## config.mk

```make
export PLATFORM = sky130hd
export DESIGN_NAME = i2c_master_transfer_sequencer
export DESIGN_NICKNAME = d
export VERILOG_FILES = /design/src/rtl/core/i2cms_pkg.sv /design/src/rtl/core/i2cms_ram.sv /design/src/rtl/core/i2cms_ctrl.sv /design/src/rtl/core/i2c_master_transfer_sequencer.sv
export SDC_FILE = /design/constraint.sdc
export NUM_CORES = 1
export LEC_CHECK = 0
export ABC_AREA = 1
export BUFFER_PORTS_ARGS = -buffer_cell sky130_fd_sc_hd__buf_2
export CORE_MARGIN = 2
export CORE_UTILIZATION = 47
export CTS_CLUSTER_DIAMETER = 50
export DETAILED_ROUTE_END_ITERATION = 12
export GPL_ROUTABILITY_DRIVEN = 0
export PLACE_DENSITY_LB_ADDON = 0.25
export SYNTH_ARGS = -nofsm -noshare
export SYNTH_HDL_FRONTEND = slang
export SYNTH_HIERARCHICAL = 1
export SYNTH_SLANG_ARGS = --single-unit
export TNS_END_PERCENT = 20
```

## constraint.sdc

```tcl
create_clock -name clk -period 6.05 [get_ports clk]
set_clock_uncertainty 0.05 [all_clocks]
set_input_delay 1.21 -clock clk [delete_from_list [all_inputs] [get_ports clk]]
set_output_delay 1.21 -clock clk [all_outputs]
set_load 0.02 [all_outputs]
```

## src/rtl/core/i2cms_pkg.sv

```systemverilog
// Shared types, codes and sizing constants of the I2C master transfer sequencer.
package i2cms_pkg;

	// Buffer slots: slot 0 holds the address byte, data bytes follow from slot 1.
	localparam int BUFFER_DEPTH = 16;
	localparam int ADDR_W = (BUFFER_DEPTH > 1) ? $clog2(BUFFER_DEPTH) : 1;
	// Wide enough to hold the depth itself, since the pointer saturates there.
	localparam int CNT_W = $clog2(BUFFER_DEPTH + 1);
	// Compare width for count+1 and index+1 against the depth.
	localparam int CMP_W = 9;
	localparam int RX_INDEX_W = 4;

	localparam logic RW_WRITE_BIT = 1'b0;
	localparam logic RW_READ_BIT = 1'b1;

	typedef enum logic [1:0] {
		KIND_LOAD  = 2'd0,
		KIND_WRITE = 2'd1,
		KIND_READ  = 2'd2,
		KIND_EVENT = 2'd3
	} kind_t;

	typedef enum logic [2:0] {
		ACT_NONE    = 3'd0,
		ACT_START   = 3'd1,
		ACT_SEND    = 3'd2,
		ACT_RX_ACK  = 3'd3,
		ACT_RX_NACK = 3'd4,
		ACT_STOP    = 3'd5,
		ACT_RESTART = 3'd6,
		ACT_RELEASE = 3'd7
	} action_t;

	// Bus engine status codes; the remaining codes all mean "release the bus".
	localparam logic [3:0] ST_START     = 4'd0;
	localparam logic [3:0] ST_RSTART    = 4'd1;
	localparam logic [3:0] ST_SLAW_ACK  = 4'd2;
	localparam logic [3:0] ST_SLAW_NACK = 4'd3;
	localparam logic [3:0] ST_TX_ACK    = 4'd4;
	localparam logic [3:0] ST_TX_NACK   = 4'd5;
	localparam logic [3:0] ST_ARB_LOST  = 4'd6;
	localparam logic [3:0] ST_SLAR_ACK  = 4'd7;
	localparam logic [3:0] ST_SLAR_NACK = 4'd8;
	localparam logic [3:0] ST_RX_ACK    = 4'd9;
	localparam logic [3:0] ST_RX_NACK   = 4'd10;
	localparam logic [3:0] ST_BUS_ERR   = 4'd11;
	localparam logic [3:0] ST_OTHER     = 4'd12;

	typedef struct packed {
		kind_t      kind;
		logic [6:0] target_address;
		logic [7:0] byte_count;
		logic [7:0] data_byte;
		logic [3:0] data_index;
		logic [3:0] bus_status;
	} in_word_t;

	typedef struct packed {
		action_t                 action;
		logic [7:0]              tx_byte;
		logic                    accepted;
		logic                    rx_valid;
		logic [RX_INDEX_W-1:0]   rx_index;
		logic [7:0]              rx_byte;
		logic                    ready_res;
		logic                    transfer_ok;
	} out_word_t;

	// Buffer access issued by the control logic for one word.
	typedef struct packed {
		logic              wr_en;
		logic [ADDR_W-1:0] wr_addr;
		logic [7:0]        wr_data;
		logic              rd_en;
		logic [ADDR_W-1:0] rd_addr;
	} mem_req_t;

endpackage

```

## src/rtl/core/i2cms_ram.sv

```systemverilog
// Generic simple dual-port RAM with one write port and a registered read port.
module i2cms_ram #(
	parameter int WIDTH = 8,
	parameter int DEPTH = 16,
	parameter int AW = (DEPTH > 1) ? $clog2(DEPTH) : 1
) (
	input  logic             clk,
	input  logic             wr_en,
	input  logic [AW-1:0]    wr_addr,
	input  logic [WIDTH-1:0] wr_data,
	input  logic             rd_en,
	input  logic [AW-1:0]    rd_addr,
	output logic [WIDTH-1:0] rd_data
);

	logic [WIDTH-1:0] mem [DEPTH];

	always_ff @(posedge clk) begin
		if (wr_en) begin
			mem[wr_addr] <= wr_data;
		end
		// Read data holds until the next read.
		if (rd_en) begin
			rd_data <= mem[rd_addr];
		end
	end

endmodule

```

## src/rtl/core/i2cms_ctrl.sv

```systemverilog
// Transfer state and per-word decision logic of the sequencer.
module i2cms_ctrl (
	input  logic                 clk,
	input  logic                 arst_n,
	input  logic                 take,
	input  i2cms_pkg::in_word_t  item,
	output i2cms_pkg::mem_req_t  mem_req,
	output i2cms_pkg::out_word_t result,
	output logic                 send
);
	import i2cms_pkg::*;

	logic [CNT_W-1:0] ptr_q, ptr_d;
	logic [CNT_W-1:0] send_len_q, send_len_d;
	logic [CNT_W-1:0] recv_len_q, recv_len_d;
	logic             busy_q, busy_d;
	logic             ok_q, ok_d;
	logic [CMP_W-1:0] load_slot;
	logic [CMP_W-1:0] total;
	logic [CNT_W-1:0] base_ptr;
	logic [CNT_W-1:0] bumped_ptr;
	logic             base_has_byte;
	logic             ptr_in_range;

	always_comb begin
		load_slot = CMP_W'(item.data_index) + CMP_W'(1);
		total = CMP_W'(item.byte_count) + CMP_W'(1);
		// A START or repeated START rewinds to the address byte.
		base_ptr = (item.bus_status == ST_START || item.bus_status == ST_RSTART)
			? '0 : ptr_q;
		base_has_byte = (base_ptr < send_len_q) && (base_ptr < CNT_W'(BUFFER_DEPTH));
		ptr_in_range = ptr_q < CNT_W'(BUFFER_DEPTH);
		bumped_ptr = ptr_in_range ? ptr_q + CNT_W'(1) : ptr_q;
	end

	always_comb begin
		ptr_d = ptr_q;
		send_len_d = send_len_q;
		recv_len_d = recv_len_q;
		busy_d = busy_q;
		ok_d = ok_q;
		send = 1'b0;
		mem_req = '0;
		result = '0;
		result.action = ACT_NONE;

		unique case (item.kind)
			KIND_LOAD: begin
				if (!busy_q && load_slot < CMP_W'(BUFFER_DEPTH)) begin
					mem_req.wr_en = 1'b1;
					mem_req.wr_addr = ADDR_W'(load_slot);
					mem_req.wr_data = item.data_byte;
				end
			end
			KIND_WRITE, KIND_READ: begin
				if (!busy_q && total <= CMP_W'(BUFFER_DEPTH)) begin
					busy_d = 1'b1;
					ok_d = 1'b0;
					ptr_d = '0;
					mem_req.wr_en = 1'b1;
					mem_req.wr_addr = '0;
					if (item.kind == KIND_WRITE) begin
						mem_req.wr_data = {item.target_address, RW_WRITE_BIT};
						send_len_d = CNT_W'(total);
						recv_len_d = '0;
					end else begin
						// A read sends its address byte only.
						mem_req.wr_data = {item.target_address, RW_READ_BIT};
						send_len_d = CNT_W'(1);
						recv_len_d = CNT_W'(total);
					end
					result.accepted = 1'b1;
					result.action = ACT_START;
				end
			end
			KIND_EVENT: begin
				if (busy_q) begin
					unique case (item.bus_status) inside
						ST_START, ST_RSTART, ST_SLAW_ACK, ST_TX_ACK: begin
							if (base_has_byte) begin
								mem_req.rd_en = 1'b1;
								mem_req.rd_addr = base_ptr[ADDR_W-1:0];
								send = 1'b1;
								ptr_d = base_ptr + CNT_W'(1);
								result.action = ACT_SEND;
							end else begin
								ptr_d = base_ptr;
								busy_d = 1'b0;
								ok_d = 1'b1;
								result.action = ACT_STOP;
							end
						end
						ST_RX_ACK: begin
							if (ptr_in_range) begin
								mem_req.wr_en = 1'b1;
								mem_req.wr_addr = ptr_q[ADDR_W-1:0];
								mem_req.wr_data = item.data_byte;
								result.rx_valid = 1'b1;
								result.rx_index = RX_INDEX_W'(ptr_q);
								result.rx_byte = item.data_byte;
							end
							ptr_d = bumped_ptr;
							result.action = ((CNT_W + 1)'(bumped_ptr) + (CNT_W + 1)'(1)
								< (CNT_W + 1)'(recv_len_q)) ? ACT_RX_ACK : ACT_RX_NACK;
						end
						ST_SLAR_ACK: begin
							result.action = ((CNT_W + 1)'(ptr_q) + (CNT_W + 1)'(1)
								< (CNT_W + 1)'(recv_len_q)) ? ACT_RX_ACK : ACT_RX_NACK;
						end
						ST_RX_NACK: begin
							if (ptr_in_range) begin
								mem_req.wr_en = 1'b1;
								mem_req.wr_addr = ptr_q[ADDR_W-1:0];
								mem_req.wr_data = item.data_byte;
								result.rx_valid = 1'b1;
								result.rx_index = RX_INDEX_W'(ptr_q);
								result.rx_byte = item.data_byte;
							end
							busy_d = 1'b0;
							ok_d = 1'b1;
							result.action = ACT_STOP;
						end
						ST_ARB_LOST: begin
							result.action = ACT_RESTART;
						end
						default: begin
							busy_d = 1'b0;
							result.action = ACT_RELEASE;
						end
					endcase
				end
			end
			default: begin
				result.action = ACT_NONE;
			end
		endcase

		result.ready_res = !busy_d;
		result.transfer_ok = ok_d;
		mem_req.wr_en = mem_req.wr_en && take;
		mem_req.rd_en = mem_req.rd_en && take;
	end

	always_ff @(posedge clk or negedge arst_n) begin
		if (!arst_n) begin
			ptr_q <= '0;
			send_len_q <= '0;
			recv_len_q <= '0;
			busy_q <= 1'b0;
			ok_q <= 1'b0;
		end else if (take) begin
			ptr_q <= ptr_d;
			send_len_q <= send_len_d;
			recv_len_q <= recv_len_d;
			busy_q <= busy_d;
			ok_q <= ok_d;
		end
	end

	a_ptr_bounded: assert property (@(posedge clk) disable iff (!arst_n)
		ptr_q <= CNT_W'(BUFFER_DEPTH))
		else $error("byte pointer beyond buffer depth");

	a_one_access: assert property (@(posedge clk) disable iff (!arst_n)
		!(mem_req.wr_en && mem_req.rd_en))
		else $error("buffer read and write issued by the same word");

	a_read_is_send: assert property (@(posedge clk) disable iff (!arst_n)
		mem_req.rd_en |-> busy_q && result.action == ACT_SEND)
		else $error("buffer read without a send while busy");

	a_idle_no_pending: assert property (@(posedge clk) disable iff (!arst_n)
		!busy_q && take && item.kind == KIND_EVENT |=> !busy_q && $stable(ptr_q))
		else $error("event while idle changed transfer state");

endmodule

```

## src/rtl/core/i2c_master_transfer_sequencer.sv

```systemverilog
// Top level of the I2C master transfer sequencer: control, byte buffer and result register.
//
//   Channel | Direction | Handshake            | Word
//   --------+-----------+----------------------+---------------------------
//   req     | in        | req_valid/req_ready  | i2cms_pkg::in_word_t
//   rsp     | out       | rsp_valid/rsp_ready  | i2cms_pkg::out_word_t
//
// One word is taken per cycle while req_ready is high; each gives a registered result word.
// The decision for a word is made in the cycle it is taken; the buffer read for a send
// is registered like the result, and its read data appears together with the result.
// Reset clears the transfer state; the byte buffer itself is not cleared.
// A stalled result holds in the result register and the buffer read data, and
// req_ready stays high as long as the result register is empty or being drained.
module i2c_master_transfer_sequencer (
	input  logic                 clk,
	input  logic                 arst_n,
	input  logic                 req_valid,
	output logic                 req_ready,
	input  i2cms_pkg::in_word_t  req,
	output logic                 rsp_valid,
	input  logic                 rsp_ready,
	output i2cms_pkg::out_word_t rsp
);
	import i2cms_pkg::*;

	logic      take;
	mem_req_t  mem_req;
	out_word_t result;
	logic      send;
	logic [7:0] rd_data;

	logic      valid_s1;
	out_word_t res_s1;
	logic      send_s1;

	// A new word enters whenever the result register is free or draining this cycle.
	assign req_ready = !valid_s1 || rsp_ready;
	assign take = req_valid && req_ready;

	// Decides the action, updates pointer, lengths and flags, and issues
	// at most one buffer access per word.
	i2cms_ctrl u_ctrl (
		.clk     (clk),
		.arst_n  (arst_n),
		.take    (take),
		.item    (req),
		.mem_req (mem_req),
		.result  (result),
		.send    (send)
	);

	// Byte buffer: address byte in slot 0, write or received data from slot 1.
	i2cms_ram #(
		.WIDTH (8),
		.DEPTH (BUFFER_DEPTH)
	) u_buf (
		.clk     (clk),
		.wr_en   (mem_req.wr_en),
		.wr_addr (mem_req.wr_addr),
		.wr_data (mem_req.wr_data),
		.rd_en   (mem_req.rd_en),
		.rd_addr (mem_req.rd_addr),
		.rd_data (rd_data)
	);

	always_ff @(posedge clk or negedge arst_n) begin
		if (!arst_n) begin
			valid_s1 <= 1'b0;
		end else if (req_ready) begin
			valid_s1 <= req_valid;
		end
	end

	always_ff @(posedge clk) begin
		if (take) begin
			res_s1 <= result;
			send_s1 <= send;
		end
	end

	// The byte to send arrives from the buffer in the cycle after the decision;
	// it is merged into the result word here.
	always_comb begin
		rsp = res_s1;
		if (send_s1) begin
			rsp.tx_byte = rd_data;
		end
	end

	assign rsp_valid = valid_s1;

	a_take_gives_result: assert property (@(posedge clk) disable iff (!arst_n)
		take |=> rsp_valid)
		else $error("accepted word produced no result");

	a_accept_is_start: assert property (@(posedge clk) disable iff (!arst_n)
		rsp_valid && rsp.accepted |-> rsp.action == ACT_START && !rsp.ready_res)
		else $error("accepted start without START action or while idle");

	a_rx_action: assert property (@(posedge clk) disable iff (!arst_n)
		rsp_valid && rsp.rx_valid |->
			(rsp.action == ACT_RX_ACK || rsp.action == ACT_RX_NACK || rsp.action == ACT_STOP))
		else $error("received byte stored outside a receive step");

endmodule

```

==> metrics.txt, run 1 <==
layout cell share with drive strength beyond 1=a little over a tenth; post-place setup slack=~1.3 ns; Worst-Skew Late Latency=0.42 ns; Critical Path Start=req[2]; CP Capture Point=u_buf/rd_data[4]$_DFFE_PP_; FP Rows=slightly above 50; Critical Path AT=between 4 and 5 ns; setup_tns=0 ns; DR vias=between 6000 and 7000; Starting Density=between 40% and 50%; headroom to the max-slew limit=between 30% and 40%; top_reg_cell synth=edfxtp_1; area of the mapped netlist=approximately 9000 um2; critical register-to-register path startpoint=u_ctrl/ptr_q[1]$_DFFE_PN0P_; CTS Buf Count=17; Antenna Nets Post-Route=0; syn avg cell area=between 9 and 10 um2; Peak VDD IR=198 uV; IO Port Bufs=65; dpl cells=1292; Register-to-Register Path Depth=18; Final Cell Area=10200 um2; Worst-Margin Slew=0.938 ns; Synth Register Bits=approximately 180; Cell variety after synth=34; CTS max path bufs=2; # diodes=0; Residual DRC=0; Hold Path Class=reg2reg; post-cts sizing count=0; vias in the first global route=6235; iteration count of the initial detailed-routing pass=6; min setup slack post-route=around 1.7 ns; vias per inst=about 5.1; nets@finish=roughly 1100; synth cell count leaders=nand2_1, inv_1, edfxtp_1; Post-CTS Repair Setup Buffers=0; asr flop ratio synth=around a tenth; status=complete, no violations; P per Cell Area=275 nW/um2; final worst-path cycle share=between 70% and 80%; CP max stage cell=inv_2; Tot GR Track Use=between 20% and 30%; # IOs=66; first-pass GRT wire length=~34000 um; Core ar.=roughly 19000 um2; worst-path cell chain=buf_2 > nor2_1 > nand2_1 > nand2_1 > inv_1 > ha_1 > nand2_1 > nor2_1 > nand2_1 > nand3_1 > inv_1 > ha_1 > nand2_1 > nor2_4 > inv_2 > buf_4 > nand2_1 > nand3_1 > nand3_1 > nand3_1 > nand2_1; synth top area cells=edfxtp_1, nand2_1, nand3_1, inv_1, dfrtp_1; CP most frequent cell=nand2_1; setup violators final=0; Tot Pwr=2.81 mW; Synth area leader=edfxtp_1; global route overflow=0; Critical Path RT=approximately 6.2 ns; share of the synthesized area in the top cell type=between 50% and 60%; RSZ-0062 raised after global routing=no; H-tree lvl count=4; CP max FO=47; Seq/Total Area, Yosys=58.0%; clk root buf=clkbuf_16; Area after DPL=9620 um2; CP max stage delay=~0.6 ns; final slew viol count=0; DP HPWL=14600 um; Top delay family on crit path=simple AND/OR/NAND/NOR gates; final hold viol count=0; Layout area overhead=10.1%; cts hold-fix bufs=0; flop-to-flop setup slack=between 2 and 2.5 ns; non-filler cells in the finished layout=approximately 1300; Die Y=144 um; average wire per standard cell=around 16 um; crit path time final=4.31 ns; iteration-0 DRC count of the detailed router=around 650; kind of critical path=in2reg; antenna violations before repair=0; die area=roughly 21000 um2; Max Cap Viol=0; CP Capture Type=flop; Ys Warns=6; CTS tree=built; RR Endpoint=u_buf/rd_data[4]$_DFFE_PP_; hold_sp=u_ctrl/ok_q$_DFFE_PN0P_; die width=roughly 140 um; CTS Sinks=approximately 180; Startpoint Class=input pin; largest net degree at the start of global routing=65; cell count after synthesis=a little over 1000; Routed WL=~22000 um; Leak=around 4.7 nW; Max Clock Freq=232 MHz; CP bufs+invs=5; most common cell in the netlist=nand2_1; CP Depth=21; Post-synth EDFFs=approximately 160; Worst-path clk slew=about 0.070 ns
-- per-stage QoR --
step	util (%)	hold WS, ns
after floorplan	-	0.403
after global placement	49.6	0.420
after detailed placement	49.6	0.447
after CTS	52.6	0.463
after global routing	52.6	0.495
final	52.6	0.464
-- routing by layer --
metal	vias up	global-route usage (%)	wire, um
met3	16	4.37	1510
met1	3168	31.3	10000
met2	240	33.3	9870
met5	-	0	0
li1	3288	-	-
met4	0	6.13	301
-- registers in the layout, indices dropped and copies added, names as in the netlist --
| register | count |
|---|---|
| u_buf/rd_data | 8 |
| u_buf/mem | 128 |
| rsp_valid | 1 |
| u_ctrl/ok_q | 1 |
| u_ctrl/busy_q | 1 |
| u_ctrl/ptr_q | 5 |
| u_ctrl/recv_len_q | 5 |
| rsp | 19 |
| u_ctrl/send_len_q | 5 |
| send_s1 | 1 |
| res_s1 | 8 |
-- placed cells by master (no fill, tap or decap), types with 5 or more instances in the layout --
cell type  Yosys  final
dfrtp_1       18     18
o21ai_0       31     30
nand3b_1       5      5
conb_1         1      8
xor2_1         6      6
edfxtp_1     164    164
clkbuf_16      0     17
inv_1        176    176
nand2_1      277    277
buf_4         33      8
buf_2         16     65
nand4_1        5      5
a21oi_1       10      9
ha_1          24     24
nor2_1        62     61
nand3_1      142    142
-- report_power, final --
group	internal, mW	switching [mW]	total [mW]	leakage [nW]
Sequential	1.41	0.0196	1.43	1.76
Combinational	0.0889	0.188	0.277	2.64
Clock	0.616	0.481	1.10	0.278
-- tightest hold or removal path: stages (launching register included) --
cell and delay (ns):
dfrtp_1 0.36, nand2_1 0.06, o21ai_0 0.06
-- logic make-up (layout without fill, tap and decap cells) --
logic type                 count (synthesis)  after routing  synth area share [%]
buffers and inverters                    238            284                  11.8
AOI/OAI and AO/OA                         52             52                  3.08
xor gates and xnor gates                   9              9                 0.851
DFF                                      182            182                  58.0
and+or+nand+nor                          500            500                  23.0
other                                      1              8                0.0405
adders and majority gates                 24             24                  3.24
-- worst min-delay path by stage --
stage / to / slack (ns) / cells past startpoint
floorplan: u_ctrl/ok_q$_DFFE_PN0P_ / 0.40 / 2
global placement: u_ctrl/ok_q$_DFFE_PN0P_ / 0.42 / 2
detailed placement: u_ctrl/ok_q$_DFFE_PN0P_ / 0.45 / 2
CTS: u_ctrl/ok_q$_DFFE_PN0P_ / 0.46 / 2
global route: u_ctrl/ok_q$_DFFE_PN0P_ / 0.50 / 2
finish: u_ctrl/ok_q$_DFFE_PN0P_ / 0.46 / 2
-- final cells by class --
type                            instances  area [um2]
Multi-Input combinational cell        593        2860
Timing Repair Buffer                   73         385
Clock inverter                         13         146
Fill cell                            1785        9200
Sequential cell                       182        5380
Tap cell                              265         332
Inverter                              179         672
Clock buffer                           19         433
(Power assumes the default switching activity.)
==> run 2, diff against run 1 <==
==> constraint.sdc (replaced) <==
create_clock -name clk -period 4.15 [get_ports clk]
set_clock_uncertainty 0.05 [all_clocks]
set_input_delay 0.83 -clock clk [delete_from_list [all_inputs] [get_ports clk]]
set_output_delay 0.83 -clock clk [all_outputs]
set_load 0.02 [all_outputs]
==> metrics.txt, run 2 (same netlist as run 1, synthesis figures left out) <==
status=complete, no violations (unchanged); # IOs=66 (unchanged); CTS max path bufs=2 (unchanged); setup violators final=0 (unchanged); global route overflow=0 (unchanged); Tot GR Track Use=21.9% (was 21.6%); antenna violations before repair=0 (unchanged); Max Cap Viol=0 (unchanged); Die Y=144 um (unchanged); IO Port Bufs=65 (unchanged); # diodes=0 (unchanged); final worst-path cycle share=between 80% and 90%; die area=20900 um2 (unchanged); Top reg by flops=u_buf/mem (unchanged); iteration count of the initial detailed-routing pass=5 (was 6); Tot Pwr=4.13 mW (was 2.81 mW); Seq pwr share=50.5% (was 51.0%); Residual DRC=0 (unchanged); DP HPWL=15100 um (was 14600 um); max reg flops=128 (unchanged); CP max FO=32 (was 47); Clk pwr share=39.7% (was 39.1%); Starting Density=47.8% (unchanged); CP max stage delay=0.30 ns (was 0.59 ns); Max Clock Freq=273 MHz; layout cell share with drive strength beyond 1=12.6% (was 10.9%); min setup slack post-route=0.486 ns (was 1.74 ns); commonest non-fill, non-tap cell in the layout=nand2_1 (unchanged); P per Cell Area=398 nW/um2 (was 275 nW/um2); Leak=4.79 nW (was 4.68 nW); dpl cells=1313 (was 1292); most frequent cells in the layout=nand2_1, inv_1, edfxtp_1 (unchanged); Critical Path RT=4.29 ns (was 6.18 ns); vias in the first global route=6355 (was 6235); CP max stage cell=inv_2 (unchanged); Comb pwr share=9.8% (was 9.9%); FP Rows=51 (unchanged); non-filler cells in the finished layout=1345 (was 1324); largest net degree at the start of global routing=38 (was 65); RSZ-0062 raised after global routing=no (unchanged); CP bufs+invs=4 (was 5); Power Internal=3.10 mW (was 2.12 mW); cts hold-fix bufs=0 (unchanged); CTS Sinks=182 (unchanged); nets@finish=1128 (was 1107); kind of critical path=in2reg (unchanged); Worst-Margin Slew=1.00 ns (was 0.938 ns); first-pass GRT wire length=34100 um (was 33800 um); Critical Path AT=3.80 ns (was 4.44 ns); iteration-0 DRC count of the detailed router=581 (was 646); worst-path cell chain=buf_2 > nor2_1 > nand2_1 > nand2_1 > inv_1 > ha_1 > a21o_1 > nor2_1 > nand4_1 > nor2_1 > inv_1 > nor3_2 > inv_2 > nand3_1 > nand3_1 > nand3_1 > nand2_1 (was buf_2 > nor2_1 > nand2_1 > nand2_1 > inv_1 > ha_1 > nand2_1 > nor2_1 > nand2_1 > nand3_1 > inv_1 > ha_1 > nand2_1 > nor2_4 > inv_2 > buf_4 > nand2_1 > nand3_1 > nand3_1 > nand3_1 > nand2_1); Core ar.=19400 um2 (unchanged); Startpoint Class=input pin (unchanged); average wire per standard cell=16.1 um (was 16.4 um); CTS tree=built (unchanged); final hold viol count=0 (unchanged); headroom to the max-slew limit=33.1% (was 37.1%); Routed WL=21600 um (was 21700 um); Worst-path clk slew=0.07 ns (about the same); Worst-Skew Late Latency=0.43 ns (was 0.42 ns); post-place setup slack=0.0779 ns (was 1.34 ns); Post-CTS Repair Setup Buffers=0 (unchanged); Top delay family on crit path=simple AND/OR/NAND/NOR gates (unchanged); flop-to-flop setup slack=0.84 ns (was 2.47 ns); switch share=24.9% (was 24.6%); DR vias=6767 (was 6712); CTS Buf Count=17 (unchanged); Antenna Nets Post-Route=0 (unchanged); sw power=1.03 mW (was 0.689 mW); Layout area overhead=12.1% (was 10.1%); die width=144 um (unchanged); clk root buf=clkbuf_16 (unchanged); CP Capture Type=flop (unchanged); H-tree lvl count=4 (unchanged); Hold Path Class=in2async (was reg2reg); crit path time final=between 3 and 4 ns; Peak VDD IR=300 uV (was 198 uV); final slew viol count=0 (unchanged); setup_tns=0 ns (unchanged); vias per inst=5.03 (was 5.07); post-cts sizing count=0 (unchanged)
## run 2: cell types whose count changed in the layout (fill, tap and decap cells not counted)
cell,change
clkinv_4,+1
clkinv_2,-3
buf_12,+1
clkinvlp_4,-1
inv_6,+2
inv_8,+1
buf_4,+20
## run 2: metal layers
metal | GRT usage, % | vias up | part of all wire (%)
met5 | 0 | - | 0
met4 | 6.64 | 0 | 1.4
met3 | 5.40 | 24 | 8.6
met2 | 32.8 | 297 | 45
met1 | 31.8 | 3112 | 45
li1 | - | 3334 | -
## run 2: final timing paths
| kind | startpoint | depth (start not counted) | endpoint |
|---|---|---|---|
| max | req[2] | 17 | u_buf/rd_data[7]$_DFFE_PP_ |
| min | arst_n | 1 | u_ctrl/ptr_q[3]$_DFFE_PN0P_ |
| max reg2reg | u_ctrl/ptr_q[4]$_DFFE_PN0P_ | 14 | u_buf/rd_data[7]$_DFFE_PP_ |
| min reg2reg | u_ctrl/ok_q$_DFFE_PN0P_ | 2 | u_ctrl/ok_q$_DFFE_PN0P_ |
| max in group asynchronous | arst_n | 1 | u_ctrl/ok_q$_DFFE_PN0P_ |
| min in group clk | u_ctrl/ok_q$_DFFE_PN0P_ | 2 | u_ctrl/ok_q$_DFFE_PN0P_ |
## run 2: layout make-up
type                    count  area (um2)
clock inverters            13         161
flip-flops and latches    182        5380
multi-input cells         593        2860
well taps                 265         332
repair buffers             94         556
clock buffers              19         433
inverters                 179         672
fillers                  1774        9010
## run 2: stage by stage
step / cell area, um2 / utilization, % / hold WS [ns]
detailed placement: 9790 / 50.5 / 0.436
global placement: 9790 / 50.5 / 0.421
floorplan: 9290 / - / 0.403
global route: 10400 / 53.5 / 0.316
CTS: 10400 / 53.5 / 0.293
finish: 10400 / 53.5 / 0.296
## run 2: power by group through the flow
| stage | Clock [mW] | Sequential (mW) | Combinational, mW |
|---|---|---|---|
| after floorplan | 0 | 2.12 | 0.282 |
| after global placement | 0 | 2.12 | 0.398 |
| after detailed placement | 0 | 2.13 | 0.404 |
| after CTS | 1.66 | 2.09 | 0.407 |
| after global routing | 1.74 | 2.09 | 0.464 |
| final | 1.64 | 2.09 | 0.405 |
==> run 3, diff against run 2 <==
--- a/config.mk
+++ b/config.mk
@@ -8,10 +8,11 @@
 export ABC_AREA = 1
 export BUFFER_PORTS_ARGS = -buffer_cell sky130_fd_sc_hd__buf_2
 export CORE_MARGIN = 2
-export CORE_UTILIZATION = 47
+export CORE_UTILIZATION = 50
 export CTS_CLUSTER_DIAMETER = 50
 export DETAILED_ROUTE_END_ITERATION = 12
 export GPL_ROUTABILITY_DRIVEN = 0
+export GPL_TIMING_DRIVEN = 0
 export PLACE_DENSITY_LB_ADDON = 0.25
 export SYNTH_ARGS = -nofsm -noshare
 export SYNTH_HDL_FRONTEND = slang
==> constraint.sdc (replaced) <==
create_clock -name clk -period 3.49 [get_ports clk]
set_clock_uncertainty 0.05 [all_clocks]
set_input_delay 0.698 -clock clk [delete_from_list [all_inputs] [get_ports clk]]
set_output_delay 0.698 -clock clk [all_outputs]
set_load 0.02 [all_outputs]
==> metrics.txt, run 3 (same netlist as run 1, synthesis figures left out) <==
FP Rows=49 (was 51); kind of critical path=in2reg (unchanged); CTS Sinks=182 (unchanged); CTS tree=built (unchanged); P per Cell Area=468 nW/um2 (was 398 nW/um2); Starting Density=51.2% (was 47.8%); average wire per standard cell=16.6 um (was 16.1 um); Critical Path RT=3.50 ns (was 4.29 ns); Layout Utilization=59.0% (was 53.5%); min setup slack post-route=0.135 ns (was 0.486 ns); Critical Path AT=3.36 ns (was 3.80 ns); Max Cap Viol=0 (unchanged); Top reg by flops=u_buf/mem (unchanged); most frequent cells in the layout=nand2_1, inv_1, edfxtp_1 (unchanged); Antenna Nets Post-Route=0 (unchanged); CP max FO=10 (was 32); switch share=23.5% (was 24.9%); Worst-Skew Late Latency=0.44 ns (was 0.43 ns); Worst-Margin Slew=1.29 ns (was 1.00 ns); status=complete, no violations (unchanged); vias in the first global route=6768 (was 6355); iteration count of the initial detailed-routing pass=5 (unchanged); nets@finish=1164 (was 1128); RSZ-0062 raised after global routing=yes (was no); die area=19600 um2 (was 20900 um2); Peak VDD IR=327 uV (was 300 uV); Leak=4.98 nW (was 4.79 nW); Worst-path clk slew=0.07 ns (about the same); final hold viol count=0 (unchanged); non-filler cells in the finished layout=1343 (was 1345); first-pass GRT wire length=35600 um (was 34100 um); flop-to-flop setup slack=0.23 ns (was 0.84 ns); final slew viol count=0 (unchanged); layout cell share with drive strength beyond 1=15.9% (was 12.6%); clk root buf=clkbuf_16 (unchanged); cts hold-fix bufs=0 (unchanged); CTS max path bufs=2 (unchanged); DR vias=7024 (was 6767); DP HPWL=15700 um (was 15100 um); # diodes=0 (unchanged); Startpoint Class=input pin (unchanged); # IOs=66 (unchanged); largest net degree at the start of global routing=19 (was 38); Power Internal=3.82 mW (was 3.10 mW); max reg flops=128 (unchanged); dpl cells=1309 (was 1313); vias per inst=5.23 (was 5.03); Clk pwr share=40.1% (was 39.7%); post-place setup slack=-0.681 ns (was 0.0779 ns); RR Endpoint=u_buf/rd_data[6]$_DFFE_PP_ (was u_buf/rd_data[7]$_DFFE_PP_); Max Clock Freq=298 MHz; Tot GR Track Use=23.7% (was 21.9%); IO Port Bufs=65 (unchanged); CP Capture Type=flop (unchanged); final worst-path cycle share=96.1%; Die Y=140 um (was 144 um); Hold Path Class=in2async (unchanged); Seq pwr share=49.7% (was 50.5%); crit path time final=around 3.4 ns; Routed WL=22300 um (was 21600 um); setup_tns=0 ns (unchanged); CTS Buf Count=17 (unchanged); Residual DRC=0 (unchanged); global route overflow=0 (unchanged); H-tree lvl count=4 (unchanged); Min Hold Slack=0.140 ns (was 0.296 ns); Core ar.=18100 um2 (was 19400 um2); commonest non-fill, non-tap cell in the layout=nand2_1 (unchanged); iteration-0 DRC count of the detailed router=723 (was 581); sw power=1.17 mW (was 1.03 mW); antenna violations before repair=0 (unchanged); Comb pwr share=10.2% (was 9.8%); Register-to-Register Path Depth=18 (was 14); setup violators final=0 (unchanged); Fill cells=1521 (was 1774); Layout area overhead=15.1% (was 12.1%); critical register-to-register path startpoint=u_ctrl/ptr_q[2]$_DFFE_PN0P_ (was u_ctrl/ptr_q[4]$_DFFE_PN0P_); headroom to the max-slew limit=13.6% (was 33.1%); die width=140 um (was 144 um)
-- run 3: worst max-delay path, cell delays in order --
cell	delay (ns)
buf_2	0.11
ha_1	0.30
nand2_1	0.17
inv_1	0.14
nand3_1	0.20
buf_2	0.26
nor2_1	0.18
nand2_1	0.08
o21ai_0	0.19
nand3b_1	0.29
nor2_1	0.74
-- run 3: cell type report --
class	instances	area, um2	area share (%)
plain buffers	59	432	4.05
clock inverters	13	183	1.71
inverters	179	672	6.30
multi-input cells	593	2900	27.2
flip-flops and latches	182	5380	50.4
repair buffers	71	394	3.70
clock buffers	17	425	3.99
well taps	229	287	2.69
-- run 3: power groups by stage --
stage          combinational, mW  clock (mW)  sequential [mW]
6_report                   0.508        2.00             2.48
5_1_grt                    0.575        2.10             2.49
4_1_cts                    0.501        2.01             2.48
3_5_place_dp               0.494           0             2.53
3_3_place_gp               0.474           0             2.53
2_1_floorplan              0.335           0             2.52
-- run 3: how the worst max path moves through the flow --
stage | slack (ns) | from | to | cells after the start
6_report | 0.14 | req[31] | u_buf/mem[7][0]$_DFFE_PP_ | 11
5_1_grt | -0.07 | req[2] | u_buf/rd_data[3]$_DFFE_PP_ | 22
4_1_cts | 0.01 | req[2] | u_buf/rd_data[6]$_DFFE_PP_ | 20
3_5_place_dp | -0.68 | req[2] | u_buf/rd_data[3]$_DFFE_PP_ | 22
3_3_place_gp | -1.02 | rsp_ready | u_buf/mem[12][6]$_DFFE_PP_ | 7
2_1_floorplan | 0.22 | req[2] | u_buf/rd_data[1]$_DFFE_PP_ | 19
-- run 3: layer usage --
metal,track usage [%],vias to the layer above,part of all wire [%]
met1,32.1,3277,44
met4,8.51,0,2.9
met5,0,-,0
met2,37.2,290,46
li1,-,3410,-
met3,6.12,47,7.6
-- run 3: stage by stage --
step | area [um2] | total power, mW
2_1_floorplan | 9300 | 2.85
3_3_place_gp | 9910 | 3.00
3_5_place_dp | 9960 | 3.02
4_1_cts | 10600 | 4.99
5_1_grt | 10700 | 5.16
6_report | 10700 | 4.99
-- run 3: what timing repair did --
action                                  in CTS  in global routing
resized for setup                            5                 17
endpoints found under the setup margin       8                 56
pin swaps                                    0                  5
setup buffers                                0                  4
cloned                                       0                  0
